--- src/rtl/sdsum_pkg.sv ---
`timescale 1ns / 1ps
// ----------------------------------------------------------------------------
// sdsum_pkg
// Shared widths, constants and types of the sph density summation core.
// ----------------------------------------------------------------------------
package sdsum_pkg;

  // fixed point format
  localparam int FRAC_W     = 16;
  localparam int DIST_W     = 24;
  localparam int INV_W      = 24;
  localparam int SCALE_W    = 32;
  localparam int SUM_W      = 40;
  localparam int IDX_W      = 16;
  localparam int OUT_IDX_W  = 16;
  localparam int CFG_IDX_W  = 1;
  localparam int CFG_DATA_W = 32;

  // derived widths
  localparam int PROD_W    = DIST_W + INV_W;       // distance times 1/h
  localparam int QF_W      = PROD_W - FRAC_W;      // q before range check
  localparam int Q_W       = FRAC_W + 1;           // q in [0, one]
  localparam int W_W       = FRAC_W + 1;           // kernel weight in [0, one]
  localparam int POS_W     = FRAC_W + 4;           // one plus six times q3
  localparam int SIX_W     = FRAC_W + 3;           // six times a fraction
  localparam int CONTRIB_W = W_W + SCALE_W - FRAC_W;
  localparam int SUMX_W    = SUM_W + 1;

  localparam logic [Q_W-1:0]   ONE     = Q_W'(1) << FRAC_W;
  localparam logic [Q_W-1:0]   HALF    = Q_W'(1) << (FRAC_W - 1);
  localparam logic [SUM_W-1:0] SUM_MAX = '1;

  // register reset values
  localparam logic [INV_W-1:0]   INV_SMOOTH_RST   = INV_W'(65536);
  localparam logic [SCALE_W-1:0] KERNEL_SCALE_RST = SCALE_W'(166886);

  // queue depths
  localparam int IQ_DEPTH = 4;
  localparam int IQ_PTR_W = $clog2(IQ_DEPTH);
  localparam int IQ_CNT_W = $clog2(IQ_DEPTH + 1);
  localparam int OQ_DEPTH = 2;
  localparam int OQ_PTR_W = $clog2(OQ_DEPTH);
  localparam int OQ_CNT_W = $clog2(OQ_DEPTH + 1);

  // configuration register indexes
  typedef enum logic [CFG_IDX_W-1:0] {
    CFG_INV_SMOOTH   = 1'b0,
    CFG_KERNEL_SCALE = 1'b1
  } cfg_reg_e;

  // what one item asks of the back end
  typedef struct packed {
    logic add;      // carries a neighbour
    logic emit;     // closes the particle
    logic last_pt;  // closes the range
  } tag_t;

  typedef struct packed {
    logic [DIST_W-1:0] nb_dist;
    tag_t              tag;
  } item_t;

  // kernel pipeline to accumulator
  typedef struct packed {
    logic [CONTRIB_W-1:0] contrib;
    tag_t                 tag;
  } kres_t;

endpackage

--- src/rtl/sdsum_front.sv ---
`timescale 1ns / 1ps
// ----------------------------------------------------------------------------
// sdsum_front
// Accepts items, classifies them and holds them in a short queue.
// ----------------------------------------------------------------------------
module sdsum_front (
  input  logic                          clk_i,
  input  logic                          rst_ni,
  input  logic                          push,
  output logic                          full,
  input  logic [sdsum_pkg::DIST_W-1:0]  distance_i,
  input  logic                          neighbor_valid_i,
  input  logic                          last_neighbor_i,
  input  logic                          last_particle_i,
  output sdsum_pkg::item_t              item_o,
  output logic                          item_valid_o,
  input  logic                          item_pop_i
);

  sdsum_pkg::item_t                   mem_q [sdsum_pkg::IQ_DEPTH];
  logic [sdsum_pkg::IQ_PTR_W-1:0]     wr_ptr_q, wr_ptr_d;
  logic [sdsum_pkg::IQ_PTR_W-1:0]     rd_ptr_q, rd_ptr_d;
  logic [sdsum_pkg::IQ_CNT_W-1:0]     cnt_q, cnt_d;
  sdsum_pkg::item_t                   new_item;
  logic                               keep;
  logic                               wr_en;
  logic                               rd_en;

  // classify: an item that neither adds nor emits is dropped
  always_comb begin
    new_item.nb_dist     = distance_i;
    new_item.tag.add     = neighbor_valid_i;
    new_item.tag.emit    = last_neighbor_i;
    new_item.tag.last_pt = last_particle_i;
    keep                 = neighbor_valid_i | last_neighbor_i;
  end

  assign full         = (cnt_q == sdsum_pkg::IQ_CNT_W'(sdsum_pkg::IQ_DEPTH));
  assign item_valid_o = (cnt_q != '0);
  assign item_o       = mem_q[rd_ptr_q];
  assign wr_en        = push & ~full & keep;
  assign rd_en        = item_pop_i & item_valid_o;

  // pointer and fill count
  always_comb begin
    wr_ptr_d = wr_ptr_q;
    rd_ptr_d = rd_ptr_q;
    cnt_d    = cnt_q;
    if (wr_en) begin
      wr_ptr_d = wr_ptr_q + 1'b1;
    end
    if (rd_en) begin
      rd_ptr_d = rd_ptr_q + 1'b1;
    end
    if (wr_en && !rd_en) begin
      cnt_d = cnt_q + 1'b1;
    end else if (!wr_en && rd_en) begin
      cnt_d = cnt_q - 1'b1;
    end
  end

  always_ff @(posedge clk_i or negedge rst_ni) begin
    if (!rst_ni) begin
      wr_ptr_q <= '0;
      rd_ptr_q <= '0;
      cnt_q    <= '0;
    end else begin
      wr_ptr_q <= wr_ptr_d;
      rd_ptr_q <= rd_ptr_d;
      cnt_q    <= cnt_d;
    end
  end

  // queue storage
  always_ff @(posedge clk_i) begin
    if (wr_en) begin
      mem_q[wr_ptr_q] <= new_item;
    end
  end

  // checks
  a_cnt_bound: assert property (@(posedge clk_i) disable iff (!rst_ni)
    cnt_q <= sdsum_pkg::IQ_CNT_W'(sdsum_pkg::IQ_DEPTH))
    else $error("front queue count out of range");

  a_no_pop_empty: assert property (@(posedge clk_i) disable iff (!rst_ni)
    item_pop_i |-> item_valid_o)
    else $error("front queue popped while empty");

  a_pop_drains: assert property (@(posedge clk_i) disable iff (!rst_ni)
    (rd_en && !wr_en) |=> (cnt_q == $past(cnt_q) - 1'b1))
    else $error("front queue count did not drop on pop");

  a_ptr_gap: assert property (@(posedge clk_i) disable iff (!rst_ni)
    (cnt_q != sdsum_pkg::IQ_CNT_W'(sdsum_pkg::IQ_DEPTH)) |->
      (sdsum_pkg::IQ_PTR_W'(wr_ptr_q - rd_ptr_q) ==
       sdsum_pkg::IQ_PTR_W'(cnt_q)))
    else $error("front queue pointers disagree with count");

endmodule

--- src/rtl/sdsum_kernel.sv ---
`timescale 1ns / 1ps
// ----------------------------------------------------------------------------
// sdsum_kernel
// Five stage cubic spline evaluator: q, square, cube, weight, scale.
// Holds the two configuration registers.
// ----------------------------------------------------------------------------
module sdsum_kernel (
  input  logic                              clk_i,
  input  logic                              rst_ni,
  input  logic                              cfg_we_i,
  input  logic [sdsum_pkg::CFG_IDX_W-1:0]   cfg_idx_i,
  input  logic [sdsum_pkg::CFG_DATA_W-1:0]  cfg_wdata_i,
  input  sdsum_pkg::item_t                  item_i,
  input  logic                              item_valid_i,
  output logic                              item_pop_o,
  input  logic                              adv_i,
  output sdsum_pkg::kres_t                  res_o,
  output logic                              res_valid_o
);

  localparam int F = sdsum_pkg::FRAC_W;

  logic [sdsum_pkg::INV_W-1:0]   inv_q;
  logic [sdsum_pkg::SCALE_W-1:0] scale_q;
  sdsum_pkg::cfg_reg_e           cfg_sel;

  logic [4:0]                    v_q;
  sdsum_pkg::tag_t               tag_q [5];

  logic [sdsum_pkg::PROD_W-1:0]  prod1;
  logic [sdsum_pkg::QF_W-1:0]    qf1;
  logic [sdsum_pkg::Q_W-1:0]     q1_q;
  logic                          zero1_q;

  logic                          half2;
  logic [sdsum_pkg::Q_W-1:0]     tdiff2;
  logic [F-1:0]                  x2in;
  logic [2*F-1:0]                sq2;
  logic [F-1:0]                  x2_q, sqr2_q;
  logic                          half2_q, zero2_q;

  logic [2*F-1:0]                cu3;
  logic [F-1:0]                  sqr3_q, cub3_q;
  logic                          half3_q, zero3_q;

  logic [sdsum_pkg::SIX_W-1:0]   six_sq4, six_cu4;
  logic [sdsum_pkg::POS_W-1:0]   pos4, neg4;
  logic [sdsum_pkg::W_W-1:0]     w4_d, w4_q;

  logic [sdsum_pkg::W_W+sdsum_pkg::SCALE_W-1:0] wprod5;
  logic [sdsum_pkg::CONTRIB_W-1:0]              contrib5_q;

  // configuration registers
  assign cfg_sel = sdsum_pkg::cfg_reg_e'(cfg_idx_i);

  always_ff @(posedge clk_i or negedge rst_ni) begin
    if (!rst_ni) begin
      inv_q   <= sdsum_pkg::INV_SMOOTH_RST;
      scale_q <= sdsum_pkg::KERNEL_SCALE_RST;
    end else if (cfg_we_i) begin
      unique case (cfg_sel)
        sdsum_pkg::CFG_INV_SMOOTH:   inv_q   <= cfg_wdata_i[sdsum_pkg::INV_W-1:0];
        sdsum_pkg::CFG_KERNEL_SCALE: scale_q <= cfg_wdata_i[sdsum_pkg::SCALE_W-1:0];
        default: ;
      endcase
    end
  end

  // whole pipe moves together
  assign item_pop_o  = adv_i & item_valid_i;
  assign res_valid_o = v_q[4];
  assign res_o.contrib = contrib5_q;
  assign res_o.tag     = tag_q[4];

  always_ff @(posedge clk_i or negedge rst_ni) begin
    if (!rst_ni) begin
      v_q <= '0;
    end else if (adv_i) begin
      v_q <= {v_q[3:0], item_valid_i};
    end
  end

  always_ff @(posedge clk_i) begin
    if (adv_i) begin
      tag_q[0] <= item_i.tag;
      tag_q[1] <= tag_q[0];
      tag_q[2] <= tag_q[1];
      tag_q[3] <= tag_q[2];
      tag_q[4] <= tag_q[3];
    end
  end

  // stage 1: q = distance * 1/h, flag q beyond one
  assign prod1 = sdsum_pkg::PROD_W'(item_i.nb_dist) * sdsum_pkg::PROD_W'(inv_q);
  assign qf1   = prod1[sdsum_pkg::PROD_W-1:F];

  always_ff @(posedge clk_i) begin
    if (adv_i) begin
      q1_q    <= qf1[sdsum_pkg::Q_W-1:0];
      zero1_q <= (qf1 > sdsum_pkg::QF_W'(sdsum_pkg::ONE));
    end
  end

  // stage 2: pick q or 1-q and square it
  assign half2  = (q1_q <= sdsum_pkg::HALF);
  assign tdiff2 = sdsum_pkg::ONE - q1_q;
  assign x2in   = half2 ? q1_q[F-1:0] : tdiff2[F-1:0];
  assign sq2    = (2*F)'(x2in) * (2*F)'(x2in);

  always_ff @(posedge clk_i) begin
    if (adv_i) begin
      x2_q    <= x2in;
      sqr2_q  <= sq2[2*F-1:F];
      half2_q <= half2;
      zero2_q <= zero1_q;
    end
  end

  // stage 3: cube
  assign cu3 = (2*F)'(sqr2_q) * (2*F)'(x2_q);

  always_ff @(posedge clk_i) begin
    if (adv_i) begin
      sqr3_q  <= sqr2_q;
      cub3_q  <= cu3[2*F-1:F];
      half3_q <= half2_q;
      zero3_q <= zero2_q;
    end
  end

  // stage 4: spline weight
  assign six_sq4 = {2'b00, sqr3_q, 1'b0} + {1'b0, sqr3_q, 2'b00};
  assign six_cu4 = {2'b00, cub3_q, 1'b0} + {1'b0, cub3_q, 2'b00};
  assign pos4    = sdsum_pkg::POS_W'(sdsum_pkg::ONE) + sdsum_pkg::POS_W'(six_cu4);
  assign neg4    = sdsum_pkg::POS_W'(six_sq4);

  always_comb begin
    w4_d = '0;
    if (zero3_q) begin
      w4_d = '0;
    end else if (half3_q) begin
      if (pos4 > neg4) begin
        w4_d = sdsum_pkg::W_W'(pos4 - neg4);
      end
    end else begin
      w4_d = {cub3_q, 1'b0};
    end
  end

  always_ff @(posedge clk_i) begin
    if (adv_i) begin
      w4_q <= w4_d;
    end
  end

  // stage 5: scale by mass and normalisation
  assign wprod5 = (sdsum_pkg::W_W + sdsum_pkg::SCALE_W)'(w4_q) *
                  (sdsum_pkg::W_W + sdsum_pkg::SCALE_W)'(scale_q);

  always_ff @(posedge clk_i) begin
    if (adv_i) begin
      contrib5_q <= wprod5[sdsum_pkg::W_W+sdsum_pkg::SCALE_W-1:F];
    end
  end

  // checks
  a_stall_holds: assert property (@(posedge clk_i) disable iff (!rst_ni)
    (!adv_i && v_q[4]) |=> (v_q[4] && $stable(contrib5_q)))
    else $error("kernel output changed while stalled");

  a_weight_bound: assert property (@(posedge clk_i) disable iff (!rst_ni)
    v_q[2] |-> (w4_d <= sdsum_pkg::W_W'(sdsum_pkg::ONE)))
    else $error("kernel weight above one");

  a_pop_enters: assert property (@(posedge clk_i) disable iff (!rst_ni)
    item_pop_o |=> v_q[0])
    else $error("popped item did not enter the pipe");

endmodule

--- src/rtl/sdsum_accum.sv ---
`timescale 1ns / 1ps
// ----------------------------------------------------------------------------
// sdsum_accum
// Saturating per-particle sum, particle counter and result queue.
// ----------------------------------------------------------------------------
module sdsum_accum (
  input  logic                              clk_i,
  input  logic                              rst_ni,
  input  sdsum_pkg::kres_t                  res_i,
  input  logic                              res_valid_i,
  output logic                              adv_o,
  output logic                              empty,
  input  logic                              pop,
  output logic [sdsum_pkg::SUM_W-1:0]       particle_density_o,
  output logic [sdsum_pkg::OUT_IDX_W-1:0]   particle_index_o
);

  logic [sdsum_pkg::SUM_W-1:0]       sum_q, sum_d;
  logic [sdsum_pkg::IDX_W-1:0]       pidx_q, pidx_d;
  logic [sdsum_pkg::SUMX_W-1:0]      sum_ext;
  logic [sdsum_pkg::SUM_W-1:0]       sum_new;

  logic [sdsum_pkg::SUM_W-1:0]       dens_mem_q [sdsum_pkg::OQ_DEPTH];
  logic [sdsum_pkg::OUT_IDX_W-1:0]   idx_mem_q  [sdsum_pkg::OQ_DEPTH];
  logic [sdsum_pkg::OQ_PTR_W-1:0]    wr_ptr_q, rd_ptr_q;
  logic [sdsum_pkg::OQ_CNT_W-1:0]    cnt_q, cnt_d;
  logic                              ofull;
  logic                              take;
  logic                              emit_en;
  logic                              rd_en;

  assign ofull   = (cnt_q == sdsum_pkg::OQ_CNT_W'(sdsum_pkg::OQ_DEPTH));
  assign adv_o   = ~(res_valid_i & res_i.tag.emit & ofull);
  assign take    = res_valid_i & adv_o;
  assign emit_en = take & res_i.tag.emit;
  assign empty   = (cnt_q == '0);
  assign rd_en   = pop & ~empty;

  // saturating add
  assign sum_ext = sdsum_pkg::SUMX_W'(sum_q) + sdsum_pkg::SUMX_W'(res_i.contrib);
  always_comb begin
    sum_new = sum_q;
    if (res_i.tag.add) begin
      sum_new = sum_ext[sdsum_pkg::SUM_W] ? sdsum_pkg::SUM_MAX
                                          : sum_ext[sdsum_pkg::SUM_W-1:0];
    end
  end

  // sum and particle counter
  always_comb begin
    sum_d  = sum_q;
    pidx_d = pidx_q;
    if (take) begin
      sum_d = sum_new;
      if (res_i.tag.emit) begin
        sum_d  = '0;
        pidx_d = res_i.tag.last_pt ? '0 : pidx_q + 1'b1;
      end
    end
  end

  always_ff @(posedge clk_i or negedge rst_ni) begin
    if (!rst_ni) begin
      sum_q  <= '0;
      pidx_q <= '0;
    end else begin
      sum_q  <= sum_d;
      pidx_q <= pidx_d;
    end
  end

  // result queue control
  always_comb begin
    cnt_d = cnt_q;
    if (emit_en && !rd_en) begin
      cnt_d = cnt_q + 1'b1;
    end else if (!emit_en && rd_en) begin
      cnt_d = cnt_q - 1'b1;
    end
  end

  always_ff @(posedge clk_i or negedge rst_ni) begin
    if (!rst_ni) begin
      wr_ptr_q <= '0;
      rd_ptr_q <= '0;
      cnt_q    <= '0;
    end else begin
      cnt_q <= cnt_d;
      if (emit_en) begin
        wr_ptr_q <= wr_ptr_q + 1'b1;
      end
      if (rd_en) begin
        rd_ptr_q <= rd_ptr_q + 1'b1;
      end
    end
  end

  // result queue storage
  always_ff @(posedge clk_i) begin
    if (emit_en) begin
      dens_mem_q[wr_ptr_q] <= sum_new;
      idx_mem_q[wr_ptr_q]  <= pidx_q[sdsum_pkg::OUT_IDX_W-1:0];
    end
  end

  assign particle_density_o = dens_mem_q[rd_ptr_q];
  assign particle_index_o   = idx_mem_q[rd_ptr_q];

  // checks
  a_cnt_bound: assert property (@(posedge clk_i) disable iff (!rst_ni)
    cnt_q <= sdsum_pkg::OQ_CNT_W'(sdsum_pkg::OQ_DEPTH))
    else $error("result queue count out of range");

  a_clear_on_emit: assert property (@(posedge clk_i) disable iff (!rst_ni)
    emit_en |=> (sum_q == '0))
    else $error("sum not cleared after emit");

  a_no_overflow: assert property (@(posedge clk_i) disable iff (!rst_ni)
    emit_en |-> (!ofull || rd_en))
    else $error("result written into a full queue");

  a_emit_shows: assert property (@(posedge clk_i) disable iff (!rst_ni)
    emit_en |=> !empty)
    else $error("emitted item not visible");

endmodule

--- src/rtl/sph_density_summation_core.sv ---
`timescale 1ns / 1ps
// ----------------------------------------------------------------------------
// sph_density_summation_core
// Cubic spline sph density summation: per-neighbour kernel weight,
// saturating per-particle sum, one result per particle.
//
//   channel   handshake          payload
//   input     push / full        distance_i, neighbor_valid_i, last_neighbor_i,
//                                last_particle_i
//   result    empty / pop        particle_density_o, particle_index_o
//   config    cfg_we_i           cfg_idx_i, cfg_wdata_i (no wait)
//
// one item per cycle sustained while the result queue has room; the five stage
// kernel pipe moves one step a cycle unless halted, and feeds the accumulator.
// an item that closes a particle is held in the front queue, passes the five
// kernel stage registers, then is written to the result queue and visible.
// reset clears sum, particle counter and both queues at once; no sweep.
// a full result queue halts the kernel pipe once a closing item reaches its
// end; the 4 deep front queue then absorbs input until full rises.
// ----------------------------------------------------------------------------
module sph_density_summation_core (
  input  logic                              clk_i,
  input  logic                              rst_ni,
  input  logic                              cfg_we_i,
  input  logic [sdsum_pkg::CFG_IDX_W-1:0]   cfg_idx_i,
  input  logic [sdsum_pkg::CFG_DATA_W-1:0]  cfg_wdata_i,
  input  logic                              push,
  output logic                              full,
  input  logic [sdsum_pkg::DIST_W-1:0]      distance_i,
  input  logic                              neighbor_valid_i,
  input  logic                              last_neighbor_i,
  input  logic                              last_particle_i,
  output logic                              empty,
  input  logic                              pop,
  output logic [sdsum_pkg::SUM_W-1:0]       particle_density_o,
  output logic [sdsum_pkg::OUT_IDX_W-1:0]   particle_index_o
);

  sdsum_pkg::item_t  item;
  logic              item_valid;
  logic              item_pop;
  logic              adv;
  sdsum_pkg::kres_t  kres;
  logic              kres_valid;

  // front: accept and classify
  sdsum_front u_front (
    .clk_i            (clk_i),
    .rst_ni           (rst_ni),
    .push             (push),
    .full             (full),
    .distance_i       (distance_i),
    .neighbor_valid_i (neighbor_valid_i),
    .last_neighbor_i  (last_neighbor_i),
    .last_particle_i  (last_particle_i),
    .item_o           (item),
    .item_valid_o     (item_valid),
    .item_pop_i       (item_pop)
  );

  // kernel evaluation pipe
  sdsum_kernel u_kernel (
    .clk_i        (clk_i),
    .rst_ni       (rst_ni),
    .cfg_we_i     (cfg_we_i),
    .cfg_idx_i    (cfg_idx_i),
    .cfg_wdata_i  (cfg_wdata_i),
    .item_i       (item),
    .item_valid_i (item_valid),
    .item_pop_o   (item_pop),
    .adv_i        (adv),
    .res_o        (kres),
    .res_valid_o  (kres_valid)
  );

  // accumulation and result queue
  sdsum_accum u_accum (
    .clk_i              (clk_i),
    .rst_ni             (rst_ni),
    .res_i              (kres),
    .res_valid_i        (kres_valid),
    .adv_o              (adv),
    .empty              (empty),
    .pop                (pop),
    .particle_density_o (particle_density_o),
    .particle_index_o   (particle_index_o)
  );

endmodule
--- config.mk ---
export PLATFORM = sky130hd
export DESIGN_NAME = sph_density_summation_core
export DESIGN_NICKNAME = d
export VERILOG_FILES = /design/src/rtl/sdsum_pkg.sv /design/src/rtl/sdsum_front.sv /design/src/rtl/sdsum_kernel.sv /design/src/rtl/sdsum_accum.sv /design/src/rtl/sph_density_summation_core.sv
export SDC_FILE = /design/constraint.sdc
export NUM_CORES = 2
export LEC_CHECK = 0
export ABC_AREA = 1
export BUFFER_PORTS_ARGS = -buffer_cell sky130_fd_sc_hd__buf_2
export CAP_MARGIN = 40
export CORE_MARGIN = 3
export CORE_UTILIZATION = 50
export DETAILED_ROUTE_END_ITERATION = 8
export GPL_TIMING_DRIVEN = 0
export HOLD_SLACK_MARGIN = 0.03
export PLACE_DENSITY = 0.66
export SLEW_MARGIN = 20
export SYNTH_ARGS = -nofsm -noshare
export SYNTH_HDL_FRONTEND = slang
export SYNTH_SLANG_ARGS = --single-unit
--- constraint.sdc ---
create_clock -name clk_i -period 9.9 [get_ports clk_i]
set_input_delay 1.485 -clock clk_i [delete_from_list [all_inputs] [get_ports clk_i]]
set_output_delay 1.485 -clock clk_i [all_outputs]
set_load 0.005 [all_outputs]
# After elaboration in Yosys (flattened, before gate mapping)
# Memory sizes are Yosys's and may differ from the RTL's.
# Cells that the tools add are included.
[totals]
register_bits = 264
ram_bits = 235
in_bits = 65
out_inout_bits = 58
elab_cells = 100
memories = 4
[op_classes]
n_addsub = 15
n_mul = 4
order_cmp = 3
n_eq_ne = 2
mux = 16
n_bitwise = 16
n_reduce_logical = 16
[memory_table]
columns = ["memory", "depth", "word_bits", "rd", "rd_ports_with_merged_regs", "wr", "line", "source"]
rows = [
  ["u_front.mem_q", 4, 27, 1, 0, 1, "sdsum_front.sv:20", "sdsum_pkg::item_t mem_q [sdsum_pkg::IQ_DEPTH];"],
  ["u_accum.dens_mem_q", 2, 40, 1, 0, 1, "sdsum_accum.sv:23", "logic [sdsum_pkg::SUM_W-1:0] dens_mem_q [sdsum_pkg::OQ_DEPTH];"],
  ["u_accum.idx_mem_q", 2, 16, 1, 0, 1, "sdsum_accum.sv:24", "logic [sdsum_pkg::OUT_IDX_W-1:0] idx_mem_q [sdsum_pkg::OQ_DEPTH];"],
  ["u_kernel.tag_q", 5, 3, 5, 0, 5, "sdsum_kernel.sv:28", "sdsum_pkg::tag_t tag_q [5];"],
]
[op_table]
columns = ["operator", "n"]
rows = [
  ["$mux W40", 3],
  ["$mul A16 B16 Y32", 2],
  ["$mul A17 B32 Y49", 1],
  ["$mul A24 B24 Y48", 1],
  ["$add A40 B33 Y41", 1],
  ["$add A17 B18 Y19", 2],
  ["$mux W17", 2],
  ["$gt A32 B17 Y1 const B", 1],
  ["$mux W16", 2],
  ["$add A17 B19 Y20 const A", 1],
  ["$gt A20 B19 Y1", 1],
  ["$le A17 B16 Y1 const B", 1],
  ["$sub A17 B17 Y17", 1],
  ["$add A16 B1 Y16 const B", 1],
  ["$sub A1 B16 Y16 const A", 1],
  ["$and A1 B1 Y1", 9],
  ["$add A2 B1 Y2 const B", 3],
  ["$mux W3", 2],
  ["$not A1 Y1", 6],
  ["$reduce_and A2 Y1", 3],
  ["$mux W1", 5],
  ["$logic_and A1 B1 Y1", 4],
  ["$logic_not A1 Y1", 4],
  ["$mux W2", 2],
  ["11 further kinds", 13],
]

# Depth between registers and ports, before layout
# An unclocked memory read counts as a cell.
[depth]
ltp_word = 10
ltp_mapped = 41
depth_no_buf = 37

# By module
# From an unflattened synthesis, not the netlist that was laid out.
[hier_totals]
cells_unflattened = 9624
area_unflattened_um2 = 77564.4
[by_module_without_submodules]
columns = ["mod", "n_inst", "cells_per_inst", "area_each_um2"]
rows = [
  ["sdsum_kernel", 1, 7875, 62474.9],
  ["sdsum_accum", 1, 1371, 10312.4],
  ["sdsum_front", 1, 378, 4777.1],
]

# Worst setup path before layout
# No wires, ideal clock.
[synth_timing]
path_kind = "reg2reg"
startpoint = "register u_kernel.q1_q[0] (netlist bit)"
endpoint = "register u_kernel.sqr2_q[13], data pin"
setup_time_ns = 0.261
arrival_ns = 6.951
required_ns = 9.639
setup_slack_ns = 2.688
stages_incl_launch_ff = 37
period_less_slack_ns = 7.212
cell_sequence = "edfxtp_1 inv_2 clkbuf_1 ha_1 nand2_2 nor2_2 nand2_1 nor3_4 nand3_2 nand2_4 inv_4 buf_6 nand2_4 xor2_4 inv_2 buf_4 nor2_4 inv_2 fa_1 fa_1 fa_1 inv_1 fa_1 inv_1 fa_1 fa_1 inv_1 ha_1 a21oi_1 inv_1 a31oi_1 nand2_1 a221oi_1 nand2_1 nand3_1 nand2_1 xor2_1"
[synth_between]
elab_chain_cells = 3
[synth_lines]
columns = ["item", "line", "source"]
rows = [
  ["start: declaration", "sdsum_kernel.sv:32", "logic [sdsum_pkg::Q_W-1:0] q1_q;"],
  ["start signal: assignment", "sdsum_kernel.sv:99", "q1_q <= qf1[sdsum_pkg::Q_W-1:0];"],
  ["$le A17 B16 Y1", "sdsum_kernel.sv:105", "assign half2 = (q1_q <= sdsum_pkg::HALF);"],
  ["via u_kernel.half2", "sdsum_kernel.sv:35", "logic half2;"],
  ["$mux W16", "sdsum_kernel.sv:107", "assign x2in = half2 ? q1_q[F-1:0] : tdiff2[F-1:0];"],
  ["via u_kernel.x2in[10]", "sdsum_kernel.sv:37", "logic [F-1:0] x2in;"],
  ["$mul A16 B16 Y32", "sdsum_kernel.sv:108", "assign sq2 = (2*F)'(x2in) * (2*F)'(x2in);"],
  ["via u_kernel.sq2[29]", "sdsum_kernel.sv:38", "logic [2*F-1:0] sq2;"],
  ["end signal: assignment", "sdsum_kernel.sv:113", "sqr2_q <= sq2[2*F-1:F];"],
  ["end: declaration", "sdsum_kernel.sv:39", "logic [F-1:0] x2_q, sqr2_q;"],
]
# The timed path passes the listed nets, and every way through them passes these cells.
# A chain may end at the register's enable or synchronous reset.

# Worst setup path in the final report
[layout_timing]
startpoint = "register u_front.rd_ptr_q[0] (netlist bit)"
endpoint = "register u_kernel.zero1_q, data pin"
[layout_between]
elab_chain_cells = 3
[layout_lines]
columns = ["item", "line", "source"]
rows = [
  ["start: declaration", "sdsum_front.sv:22", "logic [sdsum_pkg::IQ_PTR_W-1:0] rd_ptr_q, rd_ptr_d;"],
  ["start signal: assignment", "sdsum_front.sv:69", "rd_ptr_q <= rd_ptr_d;"],
  ["$mem_v2 Z4 W27", "--", ""],
  ["$mul A24 B24 Y48", "sdsum_kernel.sv:94", "assign prod1 = sdsum_pkg::PROD_W'(item_i.nb_dist) * sdsum_pkg::PROD_W'(inv_q);"],
  ["via u_kernel.prod1 (one bit)", "sdsum_kernel.sv:30", "logic [sdsum_pkg::PROD_W-1:0] prod1;"],
  ["$gt A32 B17 Y1", "sdsum_kernel.sv:100", "zero1_q <= (qf1 > sdsum_pkg::QF_W'(sdsum_pkg::ONE));"],
  ["end signal: assignment", "sdsum_kernel.sv:100", ""],
  ["end: declaration", "sdsum_kernel.sv:33", "logic zero1_q;"],
]
# The timed path passes the listed nets, and every way through them passes these cells.

==> impl.org <==
** Outcome
- The flow ran to the end, and the final reports show no timing, DRC or antenna violations.

** Floorplanning
- Measured along the x axis, the die boundary spans 392 microns.
- The core region is 148000 sq um.
- Total die area :: 154000 sq um
- The die is 392 microns tall.
- I/O pin cnt :: 123
- Row count :: 141
- Initial standard-cell utilization of the core :: 50.4%

** CTS
- Clock tree from TritonCTS :: done
- Number of sinks driven by the clock tree :: 498
- For the worst-skew pair, the clock arrives at the later sink with an insertion delay of 0.70 ns.
- In this run, post-CTS hold repair placed 0 buffers.
- Deepest level of the CTS H-tree :: 2
- Cell at the root of the clock tree :: sky130_fd_sc_hd__clkbuf_16
- Reg clk slew, reported paths :: 0.06 ns
- Clock tree synthesis inserted a total of 55 buffers.
- Post-CTS repair changed the size of 0 cells.
- Post-CTS timing repair inserted 0 buffers for setup.
- Max clock buf depth :: 3

** Hold path
- The worst hold path begins at u_kernel.half2_q$_DFFE_PN_.
- Hold crit path type :: reg -> reg
- For hold timing, the worst endpoint is u_kernel.half3_q$_DFFE_PN_.
- The worst hold path passes through 0 cells.

** Logic synthesis
- sky130_fd_sc_hd__fa_1 takes more of the synthesized area than any other cell.
- After synthesis, the share of cell area in mux cells is 0.136%.
- Sorting the synthesized cells by area gives the leading types as sky130_fd_sc_hd__fa_1, sky130_fd_sc_hd__edfxtp_1, sky130_fd_sc_hd__inv_1, sky130_fd_sc_hd__ha_1, sky130_fd_sc_hd__nand2_1.
- Share of synthesized cell area in and, or, nand and nor gates :: 16.2%
- Avg Inst Size Synth :: 8.47 sq um
- Main synth FF type :: sky130_fd_sc_hd__edfxtp_1
- Post-Syn Nets :: 10739
- Yosys printed 0 warnings.
- In this run the cell area of the synthesized design comes to 74600 sq um.
- By area, the combinational part of the netlist is dominated by adder cells.
- Complex-gate fraction of the synthesized area :: 5.61%
- The synthesized design contains 370 enable-type register cells.
- The top cell type by area accounts for 33.8% of the synthesized area.
- Synthesis instantiated 70 different standard cells from the library.
- Sequential-to-total area share from yosys stat :: 19.2%
- Post-synthesis adder-cell area fraction :: 44.1%
- After technology mapping, the gate count stands at 8801.
- In this run, synthesis produced a sequential element count of 498.
- Async SR Flop Fraction :: 25.7%
- Synthesized-area fraction occupied by xor and xnor cells :: 2.24%

** Worst setup path
- Largest stage delay on the critical path :: 0.82 ns
- R2r startpoint :: u_front.rd_ptr_q[0]$_DFFE_PN0P_
- Crit path launch type :: flip-flop
- The endpoint identified for the worst register-to-register timing path is u_kernel.zero1_q$_DFFE_PN_.
- Cell occurring most often along the worst timing path :: sky130_fd_sc_hd__nand2_1
- For the worst setup path, the data required time is 10.31 ns.
- The largest individual stage delay along the critical path comes from the cell sky130_fd_sc_hd__inv_1.
- Arrival time at the worst endpoint :: 9.75 ns
- The worst setup path is of the reg -> reg kind.
- Largest fanout on the critical path :: 15
- Critical path capture point type :: flip-flop
- In this run the register-to-register setup slack is 0.56 ns.
- The worst register-to-register path has a depth of 35.

** Flow run
- Max cap viols :: 0

** Cells and area
- Net count reported at finish :: 10948
- Most frequent cells in the layout :: sky130_fd_sc_hd__inv_1, sky130_fd_sc_hd__nand2_1, sky130_fd_sc_hd__fa_1
- Footprint of the flip-flops and latches :: 14300 sq um
- Once layout is done, the placed cells without fillers occupy 80100 sq um.
- Most common library cell in the layout ignoring fill and taps :: sky130_fd_sc_hd__inv_1
- Of the cells placed in the final design, the portion with a size suffix greater than 1 is 4.33%.
- Filler cells :: 13803
- Summing all multi-input logic gate instances after layout gives 51000 sq um.
- The area growth from synthesis to layout is 7.43%.

** Global route
- First-pass GRT wire length :: 347000 microns
- Number of global-route vias before repair :: 61933
- The initial antenna violation count is 8.
- Global routing used 29.4% of the available tracks across all layers.
- Entering global routing, the biggest net connects 79 pins.
- Total gr overflow :: 0

** Timing
- For the pin with the worst max-slew slack, the measured transition is 0.941 ns.
- Across the routed clock network, the largest skew measured is 0.0384 ns.
- Max-slew violation count :: 0
- Slew headroom :: 37.2%
- Max Fclk :: 0.107 GHz
- Post-route minimum period :: 9.34 ns
- Count of endpoints failing hold in the final timing report :: 0
- The final critical path takes up 94.4% of the cycle.
- Endpoints failing setup :: 0
- RSZ-0062 raised after global routing :: false

** Placed design
- After legalization and detailed placement, the total HPWL measured 184000 microns.
- Input and output buffers added on the ports amount to 122.
- Routability congestion estimate :: 1.01
- The placed instances occupy a cell area of 78000 sq um.

** Route
- For this block, the initial DRC count from the detailed router was 4476.
- After detailed routing, the average wire length per cell comes to 20.1 microns.
- Detailed Routing Iterations Pass 1 :: 6
- Routed Wire Length :: 221000 microns
- In the routed design, unresolved DRC markers number 0.
- Using the TritonRoute via totals, the vias-per-cell ratio works out to 5.34.
- Antenna Violating Nets Remaining :: 0
- The routed layout has 58704 vias.
==> state kept, by name (all words and copies together) (netlist names), 15 cells and up <==
register             count
u_accum.dens_mem_q      80
u_accum.idx_mem_q       32
u_accum.pidx_q          16
u_accum.sum_q           40
u_front.mem_q          108
u_kernel.contrib5_q     33
u_kernel.cub3_q         16
u_kernel.inv_q          24
u_kernel.q1_q           17
u_kernel.scale_q        32
u_kernel.sqr2_q         16
u_kernel.sqr3_q         16
u_kernel.tag_q          15
u_kernel.w4_q           16
u_kernel.x2_q           16
==> synthesized netlist by cell type, types with 19 or more instances <==
cell	number
sky130_fd_sc_hd__inv_1	2101
sky130_fd_sc_hd__nand2_1	2026
sky130_fd_sc_hd__fa_1	1259
sky130_fd_sc_hd__nor2_1	695
sky130_fd_sc_hd__ha_1	614
sky130_fd_sc_hd__edfxtp_1	370
sky130_fd_sc_hd__clkbuf_1	303
sky130_fd_sc_hd__a21oi_1	291
sky130_fd_sc_hd__o21ai_0	229
sky130_fd_sc_hd__nand3_1	167
sky130_fd_sc_hd__dfrtp_1	117
sky130_fd_sc_hd__xor2_1	111
sky130_fd_sc_hd__a31oi_1	59
sky130_fd_sc_hd__xnor2_1	57
sky130_fd_sc_hd__nor3_1	38
sky130_fd_sc_hd__a22oi_1	23
sky130_fd_sc_hd__inv_2	22
sky130_fd_sc_hd__nand4_1	22
sky130_fd_sc_hd__o21a_1	20
sky130_fd_sc_hd__o21bai_1	20
sky130_fd_sc_hd__a21o_1	19
sky130_fd_sc_hd__nand2_2	19
==> layout make-up <==
type / instances / area share, %
inverter: 2133 / 10.0
sequential: 498 / 17.9
timing repair buffer: 153 / 1.40
tap: 1930 / 3.01
buffer: 337 / 1.66
clock buffer: 70 / 1.83
multi-input combinational: 5832 / 63.6
clock inverter: 34 / 0.609
antenna: 3 / 0.00937
==> kinds of logic (layout without fill, tap and decap cells) <==
logic type / Yosys count / after routing
flip-flops: 498 / 498
AO/OA/AOI/OAI: 737 / 737
adder cells (fa/ha/maj): 1873 / 1873
buffers and inverters: 2471 / 2727
other: 0 / 3
AND/OR/NAND/NOR: 3035 / 3035
multiplexers: 9 / 9
XOR/XNOR: 178 / 178
==> metal layers <==
metal	vias up	global-route usage (%)	share of wire [%]
li1	26721	-	-
met1	29097	37.6	40
met2	2330	48.5	47
met3	550	5.18	8.0
met4	6	14.2	5.5
met5	-	0	0.016
==> worst max-delay path, delay by kind of cell (launching register included) <==
family / cells / cell delay [ns]
flip-flops: 1 / 0.37
adder cells (fa/ha/maj): 8 / 4.12
XOR/XNOR: 1 / 0.10
buffers and inverters: 11 / 1.95
AO/OA/AOI/OAI: 1 / 0.53
AND/OR/NAND/NOR: 14 / 1.95
==> per-stage QoR <==
stage	setup TNS [ns]	setup WS, ns	instances	hold slack, ns	utilization [%]
final	0	0.557	10990	0.422	54.1
after global routing	0	0.201	10988	0.432	54.1
after CTS	0	0.518	10975	0.422	54.0
after detailed placement	0	0.600	10871	0.408	52.7
after global placement	-0.278	-0.258	10853	0.402	52.4
after floorplan	0	2.69	8801	0.400	-
==> how the worst max path moves through the flow <==
| stage | startpoint | to | slack [ns] | cells after the start |
|---|---|---|---|---|
| floorplan | u_kernel.q1_q[0]$_DFFE_PN_ | u_kernel.sqr2_q[13]$_DFFE_PN_ | 2.69 | 36 |
| global placement | u_kernel.tag_q[0][13]$_DFFE_PN_ | u_front.cnt_q[1]$_DFFE_PN0P_ | -0.26 | 7 |
| detailed placement | u_front.rd_ptr_q[0]$_DFFE_PN0P_ | u_kernel.zero1_q$_DFFE_PN_ | 0.60 | 36 |
| CTS | u_front.rd_ptr_q[0]$_DFFE_PN0P_ | u_kernel.zero1_q$_DFFE_PN_ | 0.52 | 36 |
| global route | u_front.rd_ptr_q[0]$_DFFE_PN0P_ | u_kernel.zero1_q$_DFFE_PN_ | 0.20 | 35 |
| finish | u_front.rd_ptr_q[0]$_DFFE_PN0P_ | u_kernel.zero1_q$_DFFE_PN_ | 0.56 | 35 |
Power is left out: the tool's default activity adds up to more than one toggle a clock period on the data nets, which glitch-free logic cannot reach.
